==> src/rtl/core/ttbg_pkg.sv <==
// Shared types and constants of the two-tone beep generator.
// No dependencies; every rtl/core file refers to it by scoped names.
`default_nettype none

package ttbg_pkg;

  // Field widths
  localparam int unsigned PeriodW  = 14;
  localparam int unsigned LenW     = 12;
  localparam int unsigned AmpW     = 15;
  localparam int unsigned FadeW    = 11;
  localparam int unsigned SampleW  = 16;
  localparam int unsigned ProdW    = AmpW + FadeW;
  localparam int unsigned CfgIdxW  = 3;
  localparam int unsigned CfgDataW = 15;

  // Register indexes of the write port
  localparam logic [CfgIdxW-1:0] REG_TONE_A_PERIOD = 3'd0;
  localparam logic [CfgIdxW-1:0] REG_TONE_B_PERIOD = 3'd1;
  localparam logic [CfgIdxW-1:0] REG_TONE_LENGTH   = 3'd2;
  localparam logic [CfgIdxW-1:0] REG_GAP_LENGTH    = 3'd3;
  localparam logic [CfgIdxW-1:0] REG_AMPLITUDE     = 3'd4;
  localparam logic [CfgIdxW-1:0] REG_FADE_LENGTH   = 3'd5;
  localparam logic [CfgIdxW-1:0] REG_MUTED         = 3'd6;

  // Beep segments
  localparam logic [1:0] SEG_IDLE   = 2'd0;
  localparam logic [1:0] SEG_TONE_A = 2'd1;
  localparam logic [1:0] SEG_GAP    = 2'd2;
  localparam logic [1:0] SEG_TONE_B = 2'd3;

  // Minimum square period
  localparam logic [PeriodW-1:0] MIN_PERIOD = 14'd4;

  typedef struct packed {
    logic [PeriodW-1:0] tone_a_period;
    logic [PeriodW-1:0] tone_b_period;
    logic [LenW-1:0]    tone_length;
    logic [LenW-1:0]    gap_length;
    logic [AmpW-1:0]    amplitude;
    logic [FadeW-1:0]   fade_length;
    logic               muted;
  } cfg_t;

  // Per-tick result info, before the fade division is applied
  typedef struct packed {
    logic            playing;
    logic            last;
    logic            accepted;
    logic            neg;
    logic            need_div;
    logic [AmpW-1:0] mag;
  } tick_t;

endpackage

`default_nettype wire

==> src/rtl/core/ttbg_divider.sv <==
// Shared restoring divider for the fade gain: amplitude*n / fade, one quotient
// bit per cycle. Depends on ttbg_pkg.
`default_nettype none

module ttbg_divider (
  input  wire logic                       clk_i,
  input  wire logic                       rst_ni,
  input  wire logic                       start_i,
  input  wire logic [ttbg_pkg::ProdW-1:0] dividend_i,
  input  wire logic [ttbg_pkg::FadeW-1:0] divisor_i,
  output logic                            busy_o,
  output logic                            done_o,
  output logic [ttbg_pkg::AmpW-1:0]       quotient_o
);

  localparam int unsigned AmpW  = ttbg_pkg::AmpW;
  localparam int unsigned FadeW = ttbg_pkg::FadeW;
  localparam int unsigned StepW = $clog2(AmpW);
  localparam logic [StepW-1:0] LastStep = StepW'(AmpW - 1);

  logic               busy_q, busy_d;
  logic [StepW-1:0]   cnt_q, cnt_d;
  logic [FadeW-1:0]   rem_q, rem_d;
  logic [FadeW-1:0]   div_q, div_d;
  logic [AmpW-1:0]    quo_q, quo_d;
  logic [FadeW:0]     trial;
  logic               fits;

  // One restoring step: shift in the next dividend bit, subtract if it fits.
  // The quotient is known to fit AmpW bits, so the top bits start as remainder.
  always_comb begin
    trial  = {rem_q, quo_q[AmpW-1]};
    fits   = trial >= {1'b0, div_q};
    busy_d = busy_q;
    cnt_d  = cnt_q;
    rem_d  = rem_q;
    div_d  = div_q;
    quo_d  = quo_q;
    if (start_i) begin
      busy_d = 1'b1;
      cnt_d  = '0;
      rem_d  = dividend_i[ttbg_pkg::ProdW-1:AmpW];
      quo_d  = dividend_i[AmpW-1:0];
      div_d  = divisor_i;
    end else if (busy_q) begin
      rem_d = fits ? FadeW'(trial - {1'b0, div_q}) : trial[FadeW-1:0];
      quo_d = {quo_q[AmpW-2:0], fits};
      cnt_d = cnt_q + 1'b1;
      if (cnt_q == LastStep) begin
        busy_d = 1'b0;
      end
    end
  end

  always_ff @(posedge clk_i or negedge rst_ni) begin
    if (!rst_ni) begin
      busy_q <= 1'b0;
      cnt_q  <= '0;
    end else begin
      busy_q <= busy_d;
      cnt_q  <= cnt_d;
    end
  end

  always_ff @(posedge clk_i) begin
    rem_q <= rem_d;
    div_q <= div_d;
    quo_q <= quo_d;
  end

  assign busy_o     = busy_q;
  assign done_o     = busy_q && (cnt_q == LastStep);
  assign quotient_o = quo_q;

endmodule

`default_nettype wire

==> src/rtl/core/ttbg_step.sv <==
// Beep sequencer state (segment, position, square phase) and the per-tick
// decode of sign, fade operands and flags. Depends on ttbg_pkg.
`default_nettype none

module ttbg_step #(
  parameter int unsigned MAX_SEGMENT_SAMPLES = 4095
) (
  input  wire logic                       clk_i,
  input  wire logic                       rst_ni,
  input  wire logic                       advance_i,
  input  wire logic                       request_i,
  input  wire ttbg_pkg::cfg_t             cfg_i,
  output ttbg_pkg::tick_t                 tick_o,
  output logic [ttbg_pkg::ProdW-1:0]      dividend_o,
  output logic [ttbg_pkg::FadeW-1:0]      divisor_o
);

  localparam int unsigned LenW    = ttbg_pkg::LenW;
  localparam int unsigned PeriodW = ttbg_pkg::PeriodW;
  localparam int unsigned FadeW   = ttbg_pkg::FadeW;
  localparam int unsigned ProdW   = ttbg_pkg::ProdW;
  localparam logic [LenW-1:0] SegCap =
    (MAX_SEGMENT_SAMPLES >= (2 ** LenW - 1)) ? {LenW{1'b1}} : LenW'(MAX_SEGMENT_SAMPLES);

  logic [1:0]         seg_q, seg_d;
  logic [LenW-1:0]    pos_q, pos_d;
  logic [PeriodW-1:0] ph_q, ph_d;

  logic               start;
  logic [1:0]         seg0;
  logic [LenW-1:0]    pos0;
  logic [PeriodW-1:0] ph0;
  logic [LenW-1:0]    len_sat, len, gap_len, rem;
  logic [PeriodW-1:0] period_raw, period;
  logic [FadeW-1:0]   half_len, fade, n;
  logic               fade_in, fade_out;
  logic [LenW:0]      fade_end, pos_inc;
  logic [PeriodW:0]   ph_inc;
  logic [PeriodW-1:0] ph_wrap;

  // Operands of the current tick
  always_comb begin
    start   = (seg_q == ttbg_pkg::SEG_IDLE) && request_i && !cfg_i.muted;
    seg0    = start ? ttbg_pkg::SEG_TONE_A : seg_q;
    pos0    = start ? '0 : pos_q;
    ph0     = start ? '0 : ph_q;

    len_sat = (cfg_i.tone_length > SegCap) ? SegCap : cfg_i.tone_length;
    len     = (len_sat == '0) ? LenW'(1) : len_sat;
    gap_len = (cfg_i.gap_length > SegCap) ? SegCap : cfg_i.gap_length;

    period_raw = (seg0 == ttbg_pkg::SEG_TONE_A) ? cfg_i.tone_a_period : cfg_i.tone_b_period;
    period     = (period_raw < ttbg_pkg::MIN_PERIOD) ? ttbg_pkg::MIN_PERIOD : period_raw;

    // fade = min(fade_length, len/2)
    half_len = len[LenW-1:1];
    fade     = (cfg_i.fade_length > half_len) ? half_len : cfg_i.fade_length;
    fade_in  = (fade != '0) && (pos0 < {1'b0, fade});
    fade_end = {1'b0, pos0} + {2'b00, fade};
    fade_out = (fade != '0) && !fade_in && (fade_end >= {1'b0, len});
    rem      = (pos0 < len) ? LenW'(len - pos0) : '0;
    n        = fade_in ? pos0[FadeW-1:0] : rem[FadeW-1:0];

    pos_inc = {1'b0, pos0} + 1'b1;
    ph_inc  = {1'b0, ph0} + 1'b1;
    ph_wrap = (ph_inc >= {1'b0, period}) ? '0 : ph_inc[PeriodW-1:0];
  end

  assign dividend_o = ProdW'(cfg_i.amplitude) * ProdW'(n);
  assign divisor_o  = fade;

  // Flags and next state
  always_comb begin
    seg_d           = seg0;
    pos_d           = pos0;
    ph_d            = ph0;
    tick_o          = '0;
    tick_o.accepted = start;
    unique case (seg0)
      ttbg_pkg::SEG_TONE_A, ttbg_pkg::SEG_TONE_B: begin
        tick_o.playing  = 1'b1;
        tick_o.need_div = fade_in || fade_out;
        tick_o.neg      = ph0 >= {1'b0, period[PeriodW-1:1]};
        tick_o.mag      = cfg_i.amplitude;
        if (pos_inc >= {1'b0, len}) begin
          pos_d = '0;
          ph_d  = '0;
          if (seg0 == ttbg_pkg::SEG_TONE_B) begin
            seg_d       = ttbg_pkg::SEG_IDLE;
            tick_o.last = 1'b1;
          end else begin
            seg_d = (gap_len != '0) ? ttbg_pkg::SEG_GAP : ttbg_pkg::SEG_TONE_B;
          end
        end else begin
          pos_d = pos_inc[LenW-1:0];
          ph_d  = ph_wrap;
        end
      end
      ttbg_pkg::SEG_GAP: begin
        tick_o.playing = 1'b1;
        if (pos_inc >= {1'b0, gap_len}) begin
          seg_d = ttbg_pkg::SEG_TONE_B;
          pos_d = '0;
          ph_d  = '0;
        end else begin
          pos_d = pos_inc[LenW-1:0];
        end
      end
      default: begin
        seg_d = ttbg_pkg::SEG_IDLE;
      end
    endcase
  end

  always_ff @(posedge clk_i or negedge rst_ni) begin
    if (!rst_ni) begin
      seg_q <= ttbg_pkg::SEG_IDLE;
      pos_q <= '0;
      ph_q  <= '0;
    end else if (advance_i) begin
      seg_q <= seg_d;
      pos_q <= pos_d;
      ph_q  <= ph_d;
    end
  end

endmodule

`default_nettype wire

==> src/rtl/core/two_tone_beep_generator_top.sv <==
// Two-tone beep generator, top level: config registers, tick sequencer,
// output register. Depends on ttbg_pkg, ttbg_step and ttbg_divider.
//
// Usage: each request on the s_axis side is one audio sample tick; bit 0 of
// s_axis_tdata asks for a beep. Every request yields exactly one result on
// the m_axis side: the signed sample in m_axis_tdata, the beep's final
// sample flagged by m_axis_tlast, and playing/accepted flags in m_axis_tuser.
// A beep is tone A, a silent gap, then tone B, each tone faded in and out.
// Registers are set through the cfg write port while no tick is in flight.
//
// Timing: a tick waits with its flags in the pending register; outside any
// fade ramp it then goes to the output register, inside one it first waits
// for the shared fade divider, which resolves one quotient bit per cycle.
// s_axis_tready is high only while no tick is in progress, so a new request
// is taken only once the last tick has been loaded into the output register.
// A finished result waits in the output register while the next request is
// taken; if the sink stalls, the next result waits until the register frees.
// Reset loads the register defaults, returns the sequencer to idle and
// empties the output register.
`default_nettype none

module two_tone_beep_generator_top #(
  parameter int unsigned MAX_SEGMENT_SAMPLES = 4095
) (
  input  wire logic                          clk_i,
  input  wire logic                          rst_ni,
  // Configuration write port
  input  wire logic                          cfg_we_i,
  input  wire logic [ttbg_pkg::CfgIdxW-1:0]  cfg_idx_i,
  input  wire logic [ttbg_pkg::CfgDataW-1:0] cfg_data_i,
  // Tick requests
  input  wire logic                          s_axis_tvalid,
  output logic                               s_axis_tready,
  input  wire logic [7:0]                    s_axis_tdata,  // [0] request, [7:1] zero
  // Results
  output logic                               m_axis_tvalid,
  input  wire logic                          m_axis_tready,
  output logic [ttbg_pkg::SampleW-1:0]       m_axis_tdata,  // [15:0] sample
  output logic                               m_axis_tlast,  // last
  output logic [1:0]                         m_axis_tuser   // [0] playing, [1] accepted
);

  localparam int unsigned AmpW    = ttbg_pkg::AmpW;
  localparam int unsigned SampleW = ttbg_pkg::SampleW;

  localparam logic [1:0] ST_IDLE = 2'd0;
  localparam logic [1:0] ST_DIV  = 2'd1;
  localparam logic [1:0] ST_OUT  = 2'd2;

  ttbg_pkg::cfg_t  cfg_q;
  ttbg_pkg::tick_t tick, pend_q;
  logic [1:0]      state_q, state_d;
  logic            in_fire, out_load;
  logic [ttbg_pkg::ProdW-1:0] dividend;
  logic [ttbg_pkg::FadeW-1:0] divisor;
  logic            div_busy, div_done;
  logic [AmpW-1:0] quotient, mag;
  logic [SampleW-1:0] mag_ext;
  logic            out_valid_q;
  logic [SampleW-1:0] sample_q;
  logic            last_q, playing_q, accepted_q;

  // Configuration registers
  always_ff @(posedge clk_i or negedge rst_ni) begin
    if (!rst_ni) begin
      cfg_q.tone_a_period <= 14'd10;
      cfg_q.tone_b_period <= 14'd7;
      cfg_q.tone_length   <= 12'd1440;
      cfg_q.gap_length    <= 12'd560;
      cfg_q.amplitude     <= 15'd4200;
      cfg_q.fade_length   <= 11'd64;
      cfg_q.muted         <= 1'b0;
    end else if (cfg_we_i) begin
      unique case (cfg_idx_i)
        ttbg_pkg::REG_TONE_A_PERIOD: cfg_q.tone_a_period <= cfg_data_i[13:0];
        ttbg_pkg::REG_TONE_B_PERIOD: cfg_q.tone_b_period <= cfg_data_i[13:0];
        ttbg_pkg::REG_TONE_LENGTH:   cfg_q.tone_length   <= cfg_data_i[11:0];
        ttbg_pkg::REG_GAP_LENGTH:    cfg_q.gap_length    <= cfg_data_i[11:0];
        ttbg_pkg::REG_AMPLITUDE:     cfg_q.amplitude     <= cfg_data_i[14:0];
        ttbg_pkg::REG_FADE_LENGTH:   cfg_q.fade_length   <= cfg_data_i[10:0];
        ttbg_pkg::REG_MUTED:         cfg_q.muted         <= cfg_data_i[0];
        default: ;
      endcase
    end
  end

  assign s_axis_tready = (state_q == ST_IDLE);
  assign in_fire       = s_axis_tvalid && s_axis_tready;

  ttbg_step #(
    .MAX_SEGMENT_SAMPLES(MAX_SEGMENT_SAMPLES)
  ) u_step (
    .clk_i      (clk_i),
    .rst_ni     (rst_ni),
    .advance_i  (in_fire),
    .request_i  (s_axis_tdata[0]),
    .cfg_i      (cfg_q),
    .tick_o     (tick),
    .dividend_o (dividend),
    .divisor_o  (divisor)
  );

  ttbg_divider u_div (
    .clk_i      (clk_i),
    .rst_ni     (rst_ni),
    .start_i    (in_fire && tick.need_div),
    .dividend_i (dividend),
    .divisor_i  (divisor),
    .busy_o     (div_busy),
    .done_o     (div_done),
    .quotient_o (quotient)
  );

  // Tick sequencer
  always_comb begin
    state_d  = state_q;
    out_load = 1'b0;
    unique case (state_q)
      ST_IDLE: begin
        if (in_fire) begin
          state_d = tick.need_div ? ST_DIV : ST_OUT;
        end
      end
      ST_DIV: begin
        if (div_done) begin
          state_d = ST_OUT;
        end
      end
      ST_OUT: begin
        if (!out_valid_q || m_axis_tready) begin
          out_load = 1'b1;
          state_d  = ST_IDLE;
        end
      end
      default: begin
        state_d = ST_IDLE;
      end
    endcase
  end

  always_ff @(posedge clk_i or negedge rst_ni) begin
    if (!rst_ni) begin
      state_q <= ST_IDLE;
    end else begin
      state_q <= state_d;
    end
  end

  // Pending tick info, held while the divider runs and until the output load
  always_ff @(posedge clk_i) begin
    if (in_fire) begin
      pend_q <= tick;
    end
  end

  // Signed sample from magnitude and half-period sign
  assign mag     = pend_q.need_div ? quotient : pend_q.mag;
  assign mag_ext = SampleW'(mag);

  // Output register
  always_ff @(posedge clk_i or negedge rst_ni) begin
    if (!rst_ni) begin
      out_valid_q <= 1'b0;
    end else if (out_load) begin
      out_valid_q <= 1'b1;
    end else if (m_axis_tready) begin
      out_valid_q <= 1'b0;
    end
  end

  always_ff @(posedge clk_i) begin
    if (out_load) begin
      sample_q   <= pend_q.neg ? SampleW'(16'd0 - mag_ext) : mag_ext;
      last_q     <= pend_q.last;
      playing_q  <= pend_q.playing;
      accepted_q <= pend_q.accepted;
    end
  end

  assign m_axis_tvalid   = out_valid_q;
  assign m_axis_tdata    = sample_q;
  assign m_axis_tlast    = last_q;
  assign m_axis_tuser[0] = playing_q;
  assign m_axis_tuser[1] = accepted_q;

  // Checks
  a_div_in_div_state: assert property (@(posedge clk_i) disable iff (!rst_ni)
    div_busy |-> (state_q == ST_DIV))
    else $error("fade divider busy outside the divide state");

  a_no_accept_in_flight: assert property (@(posedge clk_i) disable iff (!rst_ni)
    in_fire |=> !s_axis_tready)
    else $error("new request taken while a tick is in progress");

  a_last_is_playing: assert property (@(posedge clk_i) disable iff (!rst_ni)
    (m_axis_tvalid && (m_axis_tlast || m_axis_tuser[1])) |-> m_axis_tuser[0])
    else $error("last or accepted flag on a non-playing sample");

  a_load_slot_free: assert property (@(posedge clk_i) disable iff (!rst_ni)
    out_load |-> (!out_valid_q || m_axis_tready))
    else $error("output register overwritten before it was taken");

endmodule

`default_nettype wire
==> config.mk <==
export PLATFORM = sky130hd
export DESIGN_NAME = two_tone_beep_generator_top
export DESIGN_NICKNAME = d
export VERILOG_FILES = /design/src/rtl/core/ttbg_pkg.sv /design/src/rtl/core/ttbg_divider.sv /design/src/rtl/core/ttbg_step.sv /design/src/rtl/core/two_tone_beep_generator_top.sv
export SDC_FILE = /design/constraint.sdc
export NUM_CORES = 1
export LEC_CHECK = 0
export BUFFER_PORTS_ARGS = -buffer_cell sky130_fd_sc_hd__buf_2
export CORE_ASPECT_RATIO = 1.5
export CORE_MARGIN = 4
export CORE_UTILIZATION = 50
export DETAILED_ROUTE_END_ITERATION = 6
export PLACE_DENSITY = 0.68
export SYNTH_ARGS = -nofsm -noshare
export SYNTH_HDL_FRONTEND = slang
export SYNTH_SLANG_ARGS = --single-unit
==> constraint.sdc <==
create_clock -name clk_i -period 8.26 [get_ports clk_i]
set_input_delay 0.826 -clock clk_i [delete_from_list [all_inputs] [get_ports clk_i]]
set_output_delay 0.826 -clock clk_i [all_outputs]
set_load 0.1 [all_outputs]
==> results_tabular.tex, run 1 <==
\begin{tabular}{lr}
\hline
Metric & Value \\
\hline
\multicolumn{2}{l}{\textbf{Synthesis}} \\
\quad Share of the synthesized area in the top cell type & 13.8\% \\
\quad Number of enable-type register cells in the synthesized netlist & 76 \\
\quad Fraction of the yosys area taken by sequential cells & 28.8\% \\
\quad Async set-reset flop share out of synthesis & 60.2\% \\
\quad Synth warnings & 0 \\
\quad Biggest area contributors in the synthesized netlist & sky130\_fd\_sc\_hd\_\_ha\_1, sky130\_fd\_sc\_hd\_\_dfrtp\_1, sky130\_fd\_sc\_hd\_\_fa\_1 \\
\quad Library cell occupying the most area in the post-synthesis netlist & sky130\_fd\_sc\_hd\_\_ha\_1 \\
\quad Number of instances in the synthesized netlist & 1847 \\
\quad Nets in the synthesized netlist & 2195 \\
\quad Number of distinct standard cells referenced by the synthesized netlist & 82 \\
\quad Leading register cell type out of synthesis & sky130\_fd\_sc\_hd\_\_dfrtp\_1 \\
\quad Flops \& latches, synth & 191 \\
\quad Syn\_area\_per\_cell & 9.73 um2 \\
\quad Cell area after synthesis & 0.0180 mm2 \\
\multicolumn{2}{l}{\textbf{Placement}} \\
\quad Placer Congestion & 1.01 \\
\quad Port Buffers & 44 \\
\quad Placed instance count & 2491 \\
\quad Dpl hpwl & 38.4 mm \\
\quad Pre-CTS setup slack & -828 ps \\
\multicolumn{2}{l}{\textbf{Critical path}} \\
\quad Worst path most repeated cell & sky130\_fd\_sc\_hd\_\_fa\_1 \\
\quad Startpoint of the lowest-slack register-to-register path & cfg\_q[44]\$\_DFFE\_PN1P\_ \\
\quad WS Path Type & flop to flop \\
\quad Required arrival time at the worst endpoint & 8570 ps \\
\quad Category of the worst setup path capture point & flop \\
\quad Setup crit start kind & flop \\
\quad CP Data Arrival Time & 9070 ps \\
\quad Buffering stage count on the worst path with inverters included & 9 \\
\quad Largest stage delay on the critical path & 540 ps \\
\quad Biggest fanout along the worst timing path & 8 \\
\quad First element of the critical path & cfg\_q[44]\$\_DFFE\_PN1P\_ \\
\quad Critical-path cell with the highest stage delay & sky130\_fd\_sc\_hd\_\_fa\_1 \\
\quad Crit path max-delay family & adder cells \\
\multicolumn{2}{l}{\textbf{Timing}} \\
\quad Layout Skew & 14.1 ps \\
\quad Number of max-slew violations in the final report & 0 \\
\quad Final critical-path required period & 8760 ps \\
\quad Final Hold Fails & 0 \\
\quad Period utilization & 106\% \\
\quad Number of endpoints failing setup at the final stage & 12 \\
\quad Slack of the critical path & -503 ps \\
\quad RSZ-0062 raised after global routing & true \\
\quad Worst hold slack & 371 ps \\
\quad Max transition margin & 23.0\% \\
\quad Timing-limited maximum frequency & 114 MHz \\
\quad Slew @ Worst Pin & 1150 ps \\
\multicolumn{2}{l}{\textbf{Routing}} \\
\quad Residual DRC & 0 \\
\quad Vias after detailed routing & 14400 \\
\quad Iteration-0 DRC Markers & 737 \\
\quad TritonRoute pass-1 iters & 5 \\
\quad Number of vias per cell after detailed routing & 5.63 \\
\quad Drt wl/cell & 19.8 um \\
\quad Number of antenna-violating nets in the routed design & 0 \\
\quad Detailed Route WL & 50.6 mm \\
\multicolumn{2}{l}{\textbf{Floorplan}} \\
\quad Site row count & 84 \\
\quad Initial standard-cell utilization of the core & 50.9\% \\
\quad Total Die Area & 0.0391 mm2 \\
\quad Die span in x & 163 um \\
\quad Die height & 240 um \\
\quad Floorplan Core Area & 0.0353 mm2 \\
\quad I/O pin count & 52 \\
\multicolumn{2}{l}{\textbf{Status}} \\
\quad Outcome & complete, but fails checks \\
\quad Violations in the final reports & setup timing \\
\multicolumn{2}{l}{\textbf{Clock network}} \\
\quad Cts bufs inserted & 17 \\
\quad Hold buffers post-CTS & 0 \\
\quad Clock tree from TritonCTS & built \\
\quad Clk\_lat worst skew & 470 ps \\
\quad CTS Buffer Depth & 2 \\
\quad Clock slew at the register clock pins of the worst setup and hold paths & 80 ps \\
\quad H-tree levels & 4 \\
\quad Clock sinks & 191 \\
\quad Buffer cell driving the clock tree root & sky130\_fd\_sc\_hd\_\_clkbuf\_16 \\
\multicolumn{2}{l}{\textbf{Final layout}} \\
\quad Share of cells above drive strength 1 & 29.4\% \\
\quad Filler instances & 2871 \\
\quad Layout overhead on the synthesized area & 22.3\% \\
\quad Number of nets in the layout & 2417 \\
\quad Final standard cell count with taps included and fillers excluded & 2556 \\
\quad Fraction of the core area covered by cells at the end of the flow & 62.3\% \\
\multicolumn{2}{l}{\textbf{Power and ir drop}} \\
\quad Overall power of the completed layout & 0.00596 W \\
\quad Total power density per cell area & 271 mW/mm2 \\
\quad Maximum vdd ir drop & 0.214 mV \\
\quad Static leakage & 10.4 nW \\
\multicolumn{2}{l}{\textbf{GRT}} \\
\quad Maximum number of pins on one net before global-route repair & 66 \\
\quad Global routing usage summed across all routing layers & 26.3\% \\
\quad Total overflow reported by the global router & 0 \\
\quad First-pass GRT wire length & 79.7 mm \\
\quad Via count of the first global-routing pass & 15300 \\
\quad Antenna violations before repair & 0 \\
\multicolumn{2}{l}{\textbf{Min path}} \\
\quad Worst hold path class & input port to asynchronous set/reset pin \\
\multicolumn{2}{l}{\textbf{Run}} \\
\quad Max-cap viol count & 0 \\
\hline
\end{tabular}
cells by family after synthesis:
group / after synthesis / synth area share, %
simple gates: 538 / 15.1
mux: 126 / 7.73
buf+inv: 313 / 7.07
xor+xnor: 76 / 3.70
flops: 191 / 28.8
fa+ha+maj: 317 / 27.0
compound gates: 286 / 10.5
power by group:
| part | total (W) | internal, W | switching, W |
|---|---|---|---|
| sequential | 0.00156 | 0.00131 | 0.000244 |
| clock | 0.000857 | 0.000436 | 0.000421 |
| combinational | 0.00354 | 0.00163 | 0.00192 |
worst paths after layout:
check / end / slack [ps] / cells past startpoint
max: u_div.rem_q[9]$_DFFE_PP_ / -500 / 38
max in group asynchronous: state_q[1]$_DFFE_PN0P_ / 6530 / 2
max reg2reg: u_div.rem_q[9]$_DFFE_PP_ / -500 / 38
min in group clk_i: playing_q$_DFFE_PP_ / 440 / 0
min: u_step.ph_q[1]$_DFFE_PN0P_ / 370 / 1
min reg2reg: playing_q$_DFFE_PP_ / 440 / 0
layer usage:
| layer | track usage [%] | part of all wire [%] |
|---|---|---|
| met1 | 29.0 | 36 |
| met2 | 48.2 | 53 |
| met3 | 3.72 | 4.3 |
| met4 | 14.9 | 6.3 |
| met5 | 0 | 0 |
layout make-up:
cell class                      instances  area (um2)  area share, %
Antenna cell                            1        2.50         0.0114
Clock buffer                           18         450           2.05
Clock inverter                         14         153          0.694
Inverter                              243         915           4.16
Multi-Input combinational cell       1344       12600           57.1
Sequential cell                       191        5180           23.6
Tap cell                              473         592           2.69
Timing Repair Buffer                  272        2140           9.72
metrics by stage:
step | cell area (um2) | setup TNS [ps]
2_1_floorplan | 18300 | -67.7
3_3_place_gp | 20300 | -7120
3_5_place_dp | 20300 | -9020
4_1_cts | 21700 | -3180
5_1_grt | 22000 | -8230
6_report | 22000 | -3940
placed cells by master (no fill, tap or decap), types with 26 or more instances in the layout:
| cell | instances |
|---|---|
| sky130_fd_sc_hd__dfrtp_1 | 98 |
| sky130_fd_sc_hd__ha_1 | 166 |
| sky130_fd_sc_hd__xor2_1 | 26 |
| sky130_fd_sc_hd__a21oi_1 | 63 |
| sky130_fd_sc_hd__ha_4 | 30 |
| sky130_fd_sc_hd__mux2_2 | 83 |
| sky130_fd_sc_hd__fa_1 | 109 |
| sky130_fd_sc_hd__nand2_1 | 136 |
| sky130_fd_sc_hd__inv_1 | 212 |
| sky130_fd_sc_hd__o21ai_0 | 59 |
| sky130_fd_sc_hd__and2_1 | 93 |
| sky130_fd_sc_hd__inv_2 | 29 |
| sky130_fd_sc_hd__xnor2_1 | 42 |
| sky130_fd_sc_hd__buf_4 | 194 |
| sky130_fd_sc_hd__buf_2 | 43 |
| sky130_fd_sc_hd__edfxtp_1 | 76 |
| sky130_fd_sc_hd__mux2i_1 | 32 |
| sky130_fd_sc_hd__nor3_1 | 27 |
| sky130_fd_sc_hd__nor2_1 | 87 |
worst reg2reg max path: cells and delay by family (launching register included):
kind,cells,cell delay [ps]
mux,2,470
buf+inv,9,1120
flops,1,530
fa+ha+maj,8,3280
simple gates,11,1870
compound gates,8,1370
flip-flops by register name, summed over array words and instances, names as in the netlist:
name              flops
u_step.ph_q          14
state_q               2
u_step.pos_q         12
playing_q             1
u_div.quotient_o     15
m_axis_tvalid         1
u_div.div_q          11
accepted_q            1
u_div.cnt_q           4
u_div.rem_q          11
u_div.busy_o          1
m_axis_tdata         16
u_step.seg_q          2
cfg_q                79
m_axis_tlast          1
pend_q               20
timing repair:
item                                    4_1_cts  5_1_grt
cloned                                        4        0
endpoints found under the hold margin         0        0
endpoints found under the setup margin       17       18
gates resized for setup                     117       95
pin swaps                                    99       72
buffers inserted                             25       11
cells in the mapped netlist, types with 42 or more instances:
cell,n
sky130_fd_sc_hd__mux2_2,93
sky130_fd_sc_hd__fa_1,119
sky130_fd_sc_hd__xnor2_1,47
sky130_fd_sc_hd__nor2_1,92
sky130_fd_sc_hd__inv_1,242
sky130_fd_sc_hd__o21ai_0,68
sky130_fd_sc_hd__and2_1,98
sky130_fd_sc_hd__a21oi_1,80
sky130_fd_sc_hd__dfrtp_1,98
sky130_fd_sc_hd__nand2_1,161
sky130_fd_sc_hd__ha_1,198
sky130_fd_sc_hd__clkbuf_1,42
sky130_fd_sc_hd__edfxtp_1,76
(Power assumes the default switching activity.)
==> run 2: changes to the inputs <==
SYNTH_HIERARCHICAL = 1   (was default)
==> results_tabular.tex, run 2 <==
\begin{tabular}{lr}
\hline
Metric & Value \\
\hline
\multicolumn{2}{l}{\textbf{Routing}} \\
\quad Number of antenna-violating nets in the routed design & 0 \\
\quad Drt wl/cell & 21.4 um \\
\quad Vias after detailed routing & 16600 \\
\quad Number of vias per cell after detailed routing & 6.09 \\
\quad Iteration-0 DRC Markers & 1316 \\
\quad Residual DRC & 4 \\
\quad TritonRoute pass-1 iters & 7 \\
\quad Detailed Route WL & 58.5 mm \\
\multicolumn{2}{l}{\textbf{GRT}} \\
\quad Global routing usage summed across all routing layers & 26.8\% \\
\quad Via count of the first global-routing pass & 17200 \\
\quad Total overflow reported by the global router & 0 \\
\quad First-pass GRT wire length & 90.5 mm \\
\quad Antenna violations before repair & 0 \\
\quad Maximum number of pins on one net before global-route repair & 64 \\
\multicolumn{2}{l}{\textbf{Run}} \\
\quad Max-cap viol count & 0 \\
\multicolumn{2}{l}{\textbf{Final layout}} \\
\quad Most common cell after layout, fill and taps aside & sky130\_fd\_sc\_hd\_\_buf\_4 \\
\quad Share of cells above drive strength 1 & 30.6\% \\
\quad Top reg by flops & cfg\_q \\
\quad Layout overhead on the synthesized area & 20.9\% \\
\quad Max reg flops & 79 \\
\quad Commonest cells after routing, fill and taps aside & sky130\_fd\_sc\_hd\_\_buf\_4, sky130\_fd\_sc\_hd\_\_inv\_1, sky130\_fd\_sc\_hd\_\_ha\_1 \\
\quad Number of nets in the layout & 2571 \\
\quad Final design area excluding fillers & 0.0238 mm2 \\
\multicolumn{2}{l}{\textbf{Critical path}} \\
\quad Largest stage delay on the critical path & 610 ps \\
\quad Setup crit start kind & flop \\
\quad CP Data Arrival Time & 9320 ps \\
\quad First element of the critical path & cfg\_q[44]\$\_DFFE\_PN1P\_ \\
\quad Startpoint of the lowest-slack register-to-register path & cfg\_q[44]\$\_DFFE\_PN1P\_ \\
\quad Category of the worst setup path capture point & flop \\
\quad Required arrival time at the worst endpoint & 8470 ps \\
\quad Biggest fanout along the worst timing path & 10 \\
\quad Worst path most repeated cell & sky130\_fd\_sc\_hd\_\_a21o\_1 \\
\quad Crit path max-delay family & adder cells \\
\quad Critical-path cell with the highest stage delay & sky130\_fd\_sc\_hd\_\_fa\_2 \\
\quad WS Path Type & flop to flop \\
\quad Buffering stage count on the worst path with inverters included & 7 \\
\multicolumn{2}{l}{\textbf{Status}} \\
\quad Violations in the final reports & DRC, setup timing \\
\quad Outcome & complete, but fails checks \\
\multicolumn{2}{l}{\textbf{Timing}} \\
\quad Number of max-slew violations in the final report & 0 \\
\quad Max transition margin & 17.9\% \\
\quad Period utilization & 110\% \\
\quad Slack of the critical path & -848 ps \\
\quad Layout Skew & 18.5 ps \\
\quad Final Hold Fails & 0 \\
\quad Final critical-path required period & 9110 ps \\
\quad Timing-limited maximum frequency & 110 MHz \\
\quad RSZ-0062 raised after global routing & true \\
\quad Number of endpoints failing setup at the final stage & 14 \\
\quad Slew @ Worst Pin & 1230 ps \\
\multicolumn{2}{l}{\textbf{Floorplan}} \\
\quad Floorplan Core Area & 0.0388 mm2 \\
\quad Initial standard-cell utilization of the core & 50.9\% \\
\quad Site row count & 88 \\
\quad Die span in x & 170 um \\
\quad Total Die Area & 0.0428 mm2 \\
\quad I/O pin count & 52 \\
\quad Die height & 251 um \\
\multicolumn{2}{l}{\textbf{Synthesis}} \\
\quad Fraction of the yosys area taken by sequential cells & 26.3\% \\
\quad Cell area after synthesis & 0.0197 mm2 \\
\quad Nets in the synthesized netlist & 2366 \\
\quad Flops \& latches, synth & 191 \\
\quad Share of the synthesized area in the top cell type & 12.6\% \\
\quad Commonest cells post-synth & sky130\_fd\_sc\_hd\_\_inv\_1, sky130\_fd\_sc\_hd\_\_ha\_1, sky130\_fd\_sc\_hd\_\_fa\_1 \\
\quad Number of instances in the synthesized netlist & 2018 \\
\quad Library cell occupying the most area in the post-synthesis netlist & sky130\_fd\_sc\_hd\_\_ha\_1 \\
\quad Synth warnings & 6 \\
\quad Async set-reset flop share out of synthesis & 60.2\% \\
\quad Biggest area contributors in the synthesized netlist & sky130\_fd\_sc\_hd\_\_ha\_1, sky130\_fd\_sc\_hd\_\_dfrtp\_1, sky130\_fd\_sc\_hd\_\_fa\_1 \\
\quad Number of distinct standard cells referenced by the synthesized netlist & 90 \\
\quad Number of enable-type register cells in the synthesized netlist & 76 \\
\quad Leading register cell type out of synthesis & sky130\_fd\_sc\_hd\_\_dfrtp\_1 \\
\quad Syn\_area\_per\_cell & 9.77 um2 \\
\quad Dominant cell by count in the synthesized netlist & sky130\_fd\_sc\_hd\_\_inv\_1 \\
\multicolumn{2}{l}{\textbf{Power and ir drop}} \\
\quad Share of total power consumed by net switching & 45.9\% \\
\quad Logic gate share of total power & 61.7\% \\
\quad Cell-internal power & 0.00360 W \\
\quad Reg power frac & 24.5\% \\
\quad Net switching component of the power & 0.00306 W \\
\quad Maximum vdd ir drop & 0.250 mV \\
\quad Total power density per cell area & 279 mW/mm2 \\
\quad Clock network power share & 13.8\% \\
\quad Static leakage & 10.8 nW \\
\quad Overall power of the completed layout & 0.00665 W \\
\multicolumn{2}{l}{\textbf{Clock network}} \\
\quad Clk\_lat worst skew & 470 ps \\
\quad Clock slew at the register clock pins of the worst setup and hold paths & 80 ps \\
\quad Buffer cell driving the clock tree root & sky130\_fd\_sc\_hd\_\_clkbuf\_16 \\
\quad Cts bufs inserted & 17 \\
\quad Clock tree from TritonCTS & built \\
\quad Hold buffers post-CTS & 0 \\
\quad Clock sinks & 191 \\
\quad H-tree levels & 4 \\
\quad CTS Buffer Depth & 2 \\
\multicolumn{2}{l}{\textbf{Placement}} \\
\quad Dpl hpwl & 45.4 mm \\
\quad Cell Area, Placed & 0.0224 mm2 \\
\quad Port Buffers & 44 \\
\quad Placer Congestion & 0.953 \\
\multicolumn{2}{l}{\textbf{Min path}} \\
\quad Worst hold path class & input port to asynchronous set/reset pin \\
\hline
\end{tabular}
[run 2: changes by cell type after synthesis, sizes merged, moves of 19 or more]
cell     previous run  this run
a21bo               0        32
a21oi              82        63
a41oi               1        40
and2              100        31
buf                28        52
clkbuf             42        89
nand2             162        95
nand4              17        39
o2111ai             4        32
[run 2: metal layers]
layer,vias to the layer above,GRT usage [%],part of all wire [%]
met5,-,0,0
met4,0,14.2,5.9
met3,209,3.27,4.6
met2,655,49.6,53
met1,8164,29.5,37
li1,7608,-,-
[run 2: worst paths after layout]
| check | endpoint | slack, ps | cells after the start |
|---|---|---|---|
| worst max-delay path | u_div/rem_q[6]$_DFFE_PP_ | -850 | 39 |
| worst min-delay path | cfg_q[9]$_DFFE_PN0P_ | 210 | 1 |
| worst max register to register | u_div/rem_q[6]$_DFFE_PP_ | -850 | 39 |
| worst min register to register | m_axis_tlast$_DFFE_PP_ | 420 | 0 |
| max in group asynchronous | cfg_q[77]$_DFFE_PN0P_ | 6330 | 3 |
| min in group clk_i | m_axis_tlast$_DFFE_PP_ | 420 | 0 |
[run 2: kinds of logic (layout without fill, tap and decap cells)]
| family | after synthesis | in the layout | synth area share (%) |
|---|---|---|---|
| mux | 134 | 134 | 7.47 |
| compound gates | 460 | 460 | 17.5 |
| xor+xnor | 85 | 85 | 3.77 |
| other cells | 0 | 1 | 0 |
| simple gates | 452 | 454 | 12.5 |
| flops | 191 | 191 | 26.3 |
| buf+inv | 379 | 595 | 7.85 |
| fa+ha+maj | 317 | 317 | 24.6 |
[run 2: repair_timing]
item                       CTS  global route
setup endpoints to repair   16            16
gates resized for setup     42            96
gates cloned                 1             2
pin swaps                   24            47
setup buffers                7            20
[run 2: cell type report]
type / instances / area [um2]
diodes: 1 / 2.50
clock buffers: 17 / 425
clock inverters: 15 / 230
fillers: 3211 / 14900
inverters: 238 / 893
multi-input cells: 1450 / 13900
flip-flops and latches: 191 / 5180
well taps: 495 / 619
repair buffers: 325 / 2590
[run 2: per-stage QoR]
| step | setup TNS, ps | setup slack (ps) | hold WS [ps] | util, % | cells |
|---|---|---|---|---|---|
| 2_1_floorplan | -1050 | -508 | 400 | - | 2018 |
| 3_3_place_gp | -6450 | -833 | 404 | 57.7 | 2672 |
| 3_5_place_dp | -8930 | -1010 | 408 | 57.7 | 2672 |
| 4_1_cts | -5040 | -699 | 201 | 60.0 | 2712 |
| 5_1_grt | -11800 | -1120 | 203 | 61.5 | 2731 |
| 6_report | -7590 | -848 | 206 | 61.5 | 2732 |
[run 2: power groups by stage]
stage	sequential [W]	clock (W)	combinational, W
after CTS	0.00162	0.000937	0.00397
final	0.00163	0.000916	0.00411
after detailed placement	0.00164	0	0.00390
after floorplan	0.00169	0	0.00257
after global placement	0.00163	0	0.00378
after global routing	0.00166	0.000976	0.00449
